### src/sv/fpa_pkg.sv
// Shared types and constants for the fixed-point ALU.
`timescale 1ns / 1ps
package fpa_pkg;

  localparam int WORD_WIDTH = 32;
  localparam int FRAC_BITS  = 8;
  localparam int OP_WIDTH   = 5;

  typedef enum logic [OP_WIDTH-1:0] {
    OP_ADD      = 5'd0,
    OP_SUB      = 5'd1,
    OP_MUL      = 5'd2,
    OP_DIV      = 5'd3,
    OP_GT       = 5'd4,
    OP_LT       = 5'd5,
    OP_GE       = 5'd6,
    OP_LE       = 5'd7,
    OP_EQ       = 5'd8,
    OP_NE       = 5'd9,
    OP_MIN      = 5'd10,
    OP_MAX      = 5'd11,
    OP_INC      = 5'd12,
    OP_DEC      = 5'd13,
    OP_INTPART  = 5'd14,
    OP_FRACBITS = 5'd15,
    OP_FROMINT  = 5'd16
  } op_e;

  typedef struct packed {
    logic [OP_WIDTH-1:0]          opcode;
    logic signed [WORD_WIDTH-1:0] operand_a;
    logic signed [WORD_WIDTH-1:0] operand_b;
  } in_t;

  typedef struct packed {
    logic signed [WORD_WIDTH-1:0] result_value;
    logic                         compare_true;
    logic                         divide_by_zero;
  } out_t;

  // Division step state: partial remainder, dividend shifting into quotient, divisor.
  typedef struct packed {
    logic [WORD_WIDTH-1:0] rem;
    logic [WORD_WIDTH-1:0] dq;
    logic [WORD_WIDTH-1:0] dvs;
  } dstate_t;

  // Word context riding alongside the divider row.
  typedef struct packed {
    logic                  is_div;
    logic                  dz;
    logic                  cmp;
    logic [WORD_WIDTH-1:0] res;
    logic                  negq;
    logic                  negr;
    logic                  bneg;
    logic [FRAC_BITS-1:0]  fa;
    logic [WORD_WIDTH-1:0] q0;
  } side_t;

endpackage

### src/sv/fpa_div_cell.sv
// One restoring-division step cell with pass-along word context.
`timescale 1ns / 1ps
module fpa_div_cell
  import fpa_pkg::*;
(
  input  logic    clk_i,
  input  logic    rst_ni,
  input  logic    valid_i,
  input  dstate_t st_i,
  input  side_t   sd_i,
  output logic    valid_o,
  output dstate_t st_o,
  output side_t   sd_o
);

  logic            valid_q;
  dstate_t         st_d, st_q;
  side_t           sd_q;
  logic [WORD_WIDTH:0] trial;
  logic [WORD_WIDTH:0] diff;

  always_comb begin
    trial = {st_i.rem, st_i.dq[WORD_WIDTH-1]};
    diff  = trial - {1'b0, st_i.dvs};
    st_d.dvs = st_i.dvs;
    if (!diff[WORD_WIDTH]) begin
      st_d.rem = diff[WORD_WIDTH-1:0];
      st_d.dq  = {st_i.dq[WORD_WIDTH-2:0], 1'b1};
    end else begin
      st_d.rem = trial[WORD_WIDTH-1:0];
      st_d.dq  = {st_i.dq[WORD_WIDTH-2:0], 1'b0};
    end
  end

  always_ff @(posedge clk_i or negedge rst_ni) begin
    if (!rst_ni) begin
      valid_q <= 1'b0;
    end else begin
      valid_q <= valid_i;
    end
  end

  always_ff @(posedge clk_i) begin
    st_q <= st_d;
    sd_q <= sd_i;
  end

  assign valid_o = valid_q;
  assign st_o    = st_q;
  assign sd_o    = sd_q;

endmodule

### config.mk
export PLATFORM = sky130hd
export DESIGN_NAME = fpa_div_cell
export DESIGN_NICKNAME = d
export VERILOG_FILES = /design/src/sv/fpa_pkg.sv /design/src/sv/fpa_div_cell.sv
export SDC_FILE = /design/constraint.sdc
export NUM_CORES = 1
export LEC_CHECK = 0
export ABC_AREA = 1
export BUFFER_PORTS_ARGS = -buffer_cell sky130_fd_sc_hd__buf_2
export CAP_MARGIN = 0
export CELL_PAD_IN_SITES_DETAIL_PLACEMENT = 1
export CELL_PAD_IN_SITES_GLOBAL_PLACEMENT = 1
export CORE_MARGIN = 8
export CORE_UTILIZATION = 33
export DETAILED_ROUTE_END_ITERATION = 10
export GPL_ROUTABILITY_DRIVEN = 0
export HOLD_SLACK_MARGIN = 0.1
export PLACE_DENSITY = 0.84
export SLEW_MARGIN = 20
export SYNTH_ARGS = -nofsm -noshare
export SYNTH_HDL_FRONTEND = slang
export SYNTH_SLANG_ARGS = --single-unit
### constraint.sdc
create_clock -name clk_i -period 1 [get_ports clk_i]
set_clock_uncertainty 0.1 [all_clocks]
set_input_delay 0.15 -clock clk_i [delete_from_list [all_inputs] [get_ports clk_i]]
set_output_delay 0.15 -clock clk_i [all_outputs]
set_load 0.005 [all_outputs]
==> results of run 1 <==
per-stage QoR:
stage | hold WS [ns] | area (um^2) | setup WS, ns
floorplan | -0.246 | 6720 | -0.795
global placement | -0.160 | 9780 | -1.16
detailed placement | -0.162 | 9780 | -1.29
CTS | -0.305 | 12900 | -0.645
cell families after synthesis:
family,count (synthesis),synth area share
xor+xnor,15,0.0197
flops,175,0.526
compound gates,32,0.0278
buf+inv,165,0.0979
fa+ha+maj,33,0.0630
simple gates,438,0.266
synthesized netlist by cell type:
library cell    n  area share
inv_2           2      0.0011
nor2_2          1     0.00094
dfrtp_1         1      0.0038
nand2_2         8      0.0075
and2_1          4      0.0038
and3_1          1     0.00094
or2_2           1     0.00094
nor2_1         38       0.021
nand3_1        31       0.023
nand4_1         8      0.0075
nor3_1          6      0.0045
o21bai_1        7      0.0079
a21oi_2         2      0.0026
ha_1           32       0.060
buf_4           3      0.0034
fa_1            1      0.0030
buf_6           3      0.0051
nand3b_1        2      0.0022
dfxtp_1       174        0.52
nand2_4         2      0.0034
a21oi_1        23       0.017
xor2_1         14       0.018
inv_1         157       0.088
or2_1           1     0.00094
nand2_1       335        0.19
xnor2_1         1      0.0013
metal layers:
metal  GRT overflow  global-route usage
met1              1               0.661
met2             36               0.895
met3              1               0.571
met4             41               0.744
met5              0               0.220
timing repair:
action,CTS
hold buffers,169
cloned,5
buffers inserted,6
resized for setup,155
setup endpoints to repair,208
hold endpoints to repair,175
pin swaps,24
==> impl_metrics.toml, run 1 <==
[placement]
placed_cells_incl_taps = 1606
portBuffers = 351
hpwlAfterDp_um = 24400

[floorplan]
placement_rows = 52
ioPinCount = 352
die-width_um = 158
initial_utilization = 0.333
chipHeight_um = 158

[synthesis]
ys_warn_count = 0
post_synth_instance_area_um2 = 6670
synth.net_count = 1068
yosys_reg_bits = 175
synthesis.instances = 858
yosys.cell_types.count = 26
synth.yosys.seq_area_share = 0.526
postSynthAreaPerCell_um2 = 7.78

[sta]
grt-worst-endpoint = "st_o[91]$_DFF_P_/D"
worst-ep-kind = "sequential cell input"

[global_routing]
antenna_found_initial = 9
total_global_routing_overflow = 79
grt_max_degree = 22
grt_usage = 0.707

[cts]
clock_path_buffers = 2
htreeDepth = 4
clk_root_buffer_cell = "clkbuf_16"
clkSinkCount = 175
cts_made_buffers = 17

[run_status]
outcome = "did not finish"
last-stage-reached = "5_1_grt"
toolErrorMsg = "[ERROR GRT-0232] Routing congestion too high. Check the congestion heatmap in the GUI."
==> run 2, diff against run 1 <==
- CELL_PAD_IN_SITES_DETAIL_PLACEMENT: 1 -> default
- CELL_PAD_IN_SITES_GLOBAL_PLACEMENT: 1 -> default
- CORE_UTILIZATION: 33 -> 40
- HOLD_SLACK_MARGIN: 0.1 -> default
- PLACE_DENSITY: 0.84 -> default
- PLACE_DENSITY_LB_ADDON: default -> 0.15
==> impl_metrics.toml, run 2 <==
[detailed_routing]
drt.antenna.violating_nets = 0
detail_route.iter0.violations = 472
post_drt_via_cell_ratio = 4.61
detailroute.via_count = 8129
detail_route.wirelength.met1_um = 12100
dr_wl_met2_um = 17600
met3WireLength_um = 2130
final_routed_wirelength_across_all_metal_layers_um = 33200
detail_route.wl_per_cell_um = 18.9
firstDrtPassIters = 5
maxUsedRoutingLayer = "met4"
remaining_drc_errors = 0

[synthesis]
synthArstFlopShare = 0.00571
ys_warn_count = 0
yosys.cell_types.count = 26
synth.cells.most_frequent = "nand2_1, dfxtp_1, inv_1, nor2_1, ha_1"
synthMostInstantiatedCell = "nand2_1"
synth.area.top_cells = "dfxtp_1, nand2_1, inv_1"
synth_enable_flop_cells = 0
post_synth_instance_area_um2 = 6670
post_synth_xor_area_fraction = 0.0197
yosys.area_share.simple = 0.266
synth.net_count = 1068
largest_family_of_logic_cells_by_synthesized_area = "simple AND/OR/NAND/NOR gates"
share_of_cell_area_taken_by_muxes_after_synthesis = 0
synth_top_area_frac = 0.522
netlist.top_cell.by_area = "dfxtp_1"
postSynthAreaPerCell_um2 = 7.78
most_frequently_used_flop_master_after_synthesis = "dfxtp_1"
synthAdderAreaFrac = 0.0630
synth-compound-area-share = 0.0278
synth.yosys.seq_area_share = 0.526
synthesis.instances = 858
yosys_reg_bits = 175

[cts]
clkSinkCount = 175
cts_made_buffers = 17
clock_path_buffers = 2
cts.clk_slew.worst_paths_ns = 0.07
htreeDepth = 4
cts_tree = "built"
clk_root_buffer_cell = "clkbuf_16"

[sta]
layout_worst_path_cycle_share = 1.63
final_period_minus_worst_setup_slack_ns = 1.63
fmaxAchievable_ghz = 0.612
fin_ws_ns = -0.633
worstMarginPinSlew_ns = 0.298
finalHoldViolations = 0
rsz0062_at_grt = "yes"
worst_slew_margin_rel = 0.801
maxSlewViolCount = 0
report.final.setup_viol = 208

[cells_and_area]
drive_gt1_frac = 0.486
area.sequential_um2 = 3620
final_instance_count_excl_fillers = 1762
multi_input_comb_area_um2 = 3330
layout-area-overhead-vs-synth_pct = 102
layout.cells.most_common = "buf_2"
largest_register_ff_count = 96
fill_cells = 1011
most-common-layout-cells = "buf_2, nand2_1, dlygate4sd3_1"
nets = 1738

[run_status]
outcome = "finished, violations left"
violations = "setup timing"

[power_and_ir_drop]
clock_power_share = 0.329
p_int_uw = 13700
leakagePower_uw = 0.00710
proportion_of_power_drawn_by_combinational_gates = 0.276
sw_power_uw = 6080
power_density_nw_per_um2 = 1470
finalPower_uw = 19800
power_frac_seq = 0.395
ir_drop_uv = 1310
fraction_of_power_spent_switching_nets = 0.307

[critical_path]
crit_end_element = "flip-flop"
kind_of_cell_adding_the_most_delay_to_the_critical_path = "simple AND/OR/NAND/NOR gates"
crit_path_max_fanout = 8
cpMaxStageDelayCell = "fa_2"
timing.critical_path.required_ns = 1.22
worst_setup_path_start_kind = "input pin"
longest_individual_stage_delay_on_the_worst_path_ns = 0.34
cp.arrival_ns = 1.85
worstSetupPathType = "input pin to flip-flop"
critical-path-top-cell-by-count = "nand2_2"
critical_path.cell_chain = "buf_8 -> inv_8 -> ha_4 -> fa_2 -> inv_2 -> nand2_1 -> nand2_1 -> nand3_2 -> nand2_2 -> nand2_2 -> nand2_2 -> nand2_4 -> nand3_4 -> buf_12 -> nand2_8 -> nand2_2 -> nand2_1"
worstPathBufferInverterCount = 4

[floorplan]
placement_rows = 47
chipHeight_um = 145
die_area_um2 = 21100
die-width_um = 145
initial_utilization = 0.405
core_area_um2 = 16500
ioPinCount = 352

[placement]
post_place_setup_slack_ns = -1.24
placed_cells_incl_taps = 1540
portBuffers = 351
hpwlAfterDp_um = 19800

[global_routing]
first_global_vias = 8406
antenna_found_initial = 1
global_route_wire_length_before_repair_um = 46800
grt_max_degree = 19
total_global_routing_overflow = 0
grt_usage = 0.281

[flow_run]
maxCapViolCount = 0

[hold_path]
hp-class = "input pin to flip-flop"
==> run 2: path summary, 6_finish.rpt <==
check	start	end	slack (ns)	cells past startpoint
min in group asynchronous	rst_ni	valid_o	0.47	3
max in group asynchronous	rst_ni	valid_o	0.21	3
worst max-delay path	st_i[63]	st_o[76]	-0.63	17
worst min-delay path	st_i[70]	st_o[71]	0.08	5
==> run 2: routing by layer <==
metal / vias up / GRT usage
met5: - / 0
met4: 0 / 0.125
met3: 79 / 0.0678
met2: 343 / 0.525
met1: 3790 / 0.292
li1: 3917 / -
==> run 2: area by class of cell <==
type | count | area share
multi-input cells | 525 | 0.248
flip-flops and latches | 175 | 0.269
clock inverters | 14 | 0.0108
clock buffers | 17 | 0.0316
well taps | 220 | 0.0205
repair buffers | 650 | 0.375
diodes | 2 | 0.000372
inverters | 159 | 0.0449
==> run 2: metrics by stage <==
stage          instance area (um^2)  TNS [ns]  hold WS, ns   util
2_1_floorplan                  6720    -26.02       -0.246      -
3_3_place_gp                   9560    -37.60       -0.172  0.580
3_5_place_dp                   9560    -39.52       -0.171  0.580
4_1_cts                       12600    -40.13       0.0539  0.764
5_1_grt                       13400    -46.25       0.0945  0.816
6_report                      13400    -40.15       0.0788  0.817
==> run 2: power groups by stage <==
stage	logic (uW)	clock network (uW)	registers, uW
final	5450	6510	7820
after global routing	5870	6870	7860
after CTS	4810	6520	7670
after detailed placement	3620	0	7810
after global placement	3580	0	7800
after floorplan	1570	0	7920
==> run 2: cells by family after synthesis <==
| kind of cell | after synthesis |
|---|---|
| AO/OA/AOI/OAI | 32 |
| XOR/XNOR | 15 |
| adder cells (fa/ha/maj) | 33 |
| buffers and inverters | 165 |
| flip-flops | 175 |
| AND/OR/NAND/NOR | 438 |
==> run 2: tightest hold or removal path, stage by stage <==
cell,delay [ns]
buf_2,0.10
ha_4,0.15
xor2_1,0.07
nand2_2,0.06
nand2_1,0.04
==> run 2: repair_timing <==
action	CTS	global route
gates cloned	7	0
hold buffers	177	0
setup buffers	3	2
endpoints found under the setup margin	208	208
endpoints found under the hold margin	175	0
resized for setup	117	214
pin swaps	29	25
No activity file was read; power rests on OpenSTA's default activity.
==> run 3, diff against run 2 <==
- MAX_ROUTING_LAYER: default -> met4
==> impl_metrics.toml, run 3 (same netlist as run 2, synthesis figures left out) <==
[global_routing]
antenna_found_initial = 1
first_global_vias = 8401
global_route_wire_length_before_repair_um = 46800
total_global_routing_overflow = 0
grt_usage = 0.289
grt_max_degree = 19

[critical_path]
worstSetupPathType = "input pin to flip-flop"
worst_setup_path_start_kind = "input pin"
crit_path_max_fanout = 8
critical_path.cell_chain = "buf_8 -> inv_8 -> ha_4 -> fa_2 -> inv_2 -> nand2_1 -> nand2_1 -> nand3_2 -> nand2_2 -> nand2_2 -> nand2_2 -> nand2_4 -> nand3_4 -> buf_12 -> nand2_8 -> nand2_2 -> nand2_1"
cpMaxStageDelayCell = "fa_2"
timing.critical_path.required_ns = 1.22
crit_end_element = "flip-flop"
critical-path-top-cell-by-count = "nand2_2"
longest_individual_stage_delay_on_the_worst_path_ns = 0.34
cp.arrival_ns = 1.86

[detailed_routing]
drt.antenna.violating_nets = 0
firstDrtPassIters = 5
detailroute.via_count = 8223
remaining_drc_errors = 0
detail_route.wl_per_cell_um = 19.1
detail_route.iter0.violations = 522
post_drt_via_cell_ratio = 4.67
final_routed_wirelength_across_all_metal_layers_um = 33600

[sta]
worst_hold_slack_ns = 0.0817
final_period_minus_worst_setup_slack_ns = 1.64
layout_worst_path_cycle_share = 1.64
report.final.setup_viol = 208
worstMarginPinSlew_ns = 0.298
finalHoldViolations = 0
worst_slew_margin_rel = 0.801
maxSlewViolCount = 0
fin_ws_ns = -0.639
rsz0062_at_grt = "yes"
fmaxAchievable_ghz = 0.610

[floorplan]
initial_utilization = 0.405
placement_rows = 47
ioPinCount = 352
core_area_um2 = 16500
die-width_um = 145
die_area_um2 = 21100
chipHeight_um = 145

[cts]
cts_made_buffers = 17
clkSinkCount = 175
cts.clk_slew.worst_paths_ns = 0.07
clk_root_buffer_cell = "clkbuf_16"
cts_tree = "built"
clock_path_buffers = 2
htreeDepth = 4

[run_status]
outcome = "finished, violations left"
violations = "setup timing"

[cells_and_area]
nets = 1738
largest_register_ff_count = 96
most-common-layout-cells = "buf_2, nand2_1, dlygate4sd3_1"
multi_input_comb_area_um2 = 3370
area.sequential_um2 = 3620
final_instance_count_excl_fillers = 1761
drive_gt1_frac = 0.489
layout-area-overhead-vs-synth_pct = 102
fill_cells = 1006
layout.cells.most_common = "buf_2"

[power_and_ir_drop]
leakagePower_uw = 0.00711
power_density_nw_per_um2 = 1470
ir_drop_uv = 1300

[flow_run]
maxCapViolCount = 0

[hold_path]
hp-class = "input pin to flip-flop"

[placement]
placed_cells_incl_taps = 1540
hpwlAfterDp_um = 19800
portBuffers = 351
run 3: changes by cell type in the layout (fill, tap and decap cells not counted), sizes merged:
| cell | previous run | this run |
|---|---|---|
| diode | 2 | 1 |
run 3: final timing paths:
path | start | end | slack [ns] | cells after the start
min in group asynchronous | rst_ni | valid_o | 0.48 | 3
max in group asynchronous | rst_ni | valid_o | 0.20 | 3
min | st_i[70] | st_o[71] | 0.08 | 5
max | st_i[63] | st_o[77] | -0.64 | 17
run 3: power breakdown:
part / total, uW / switching, uW / internal [uW]
clock network: 6480 / 3170 / 3310
logic: 5500 / 2680 / 2820
registers: 7820 / 233 / 7590
run 3: metal layers:
metal	GRT usage	vias to the layer above	wire length, um
met5	-	-	0
met4	0.125	0	1530
met3	0.0634	105	2070
met2	0.525	377	17800
met1	0.294	3828	12200
li1	-	3913	-
run 3: worst max-delay path, delay by kind of cell:
kind | cells | cell delay, ns
and+or+nand+nor | 11 | 0.87
adders and majority gates | 2 | 0.49
buffers and inverters | 4 | 0.35
run 3: repair_timing:
| item | in CTS | in global routing |
|---|---|---|
| cloned | 7 | 0 |
| pin swaps | 29 | 34 |
| resized for setup | 117 | 220 |
| buffers inserted | 3 | 2 |
| hold buffers | 177 | 0 |
| setup endpoints to repair | 208 | 208 |
| hold endpoints to repair | 175 | 0 |
run 3: layout make-up:
class | count | share of cell area
Clock inverter | 14 | 0.0108
Multi-Input combinational cell | 525 | 0.250
Antenna cell | 1 | 0.000186
Tap cell | 220 | 0.0204
Timing Repair Buffer | 650 | 0.374
Sequential cell | 175 | 0.269
Inverter | 159 | 0.0448
Clock buffer | 17 | 0.0316
run 3: per-stage QoR:
stage | setup TNS, ns | power, uW | cell area, um^2 | util | setup WS [ns]
6_report | -40.01 | 19800 | 13500 | 0.819 | -0.639
5_1_grt | -46.32 | 20600 | 13500 | 0.819 | -0.718
4_1_cts | -40.13 | 19000 | 12600 | 0.764 | -0.626
3_5_place_dp | -39.52 | 11400 | 9560 | 0.580 | -1.24
3_3_place_gp | -37.60 | 11400 | 9560 | 0.580 | -1.15
2_1_floorplan | -26.02 | 9480 | 6720 | - | -0.795
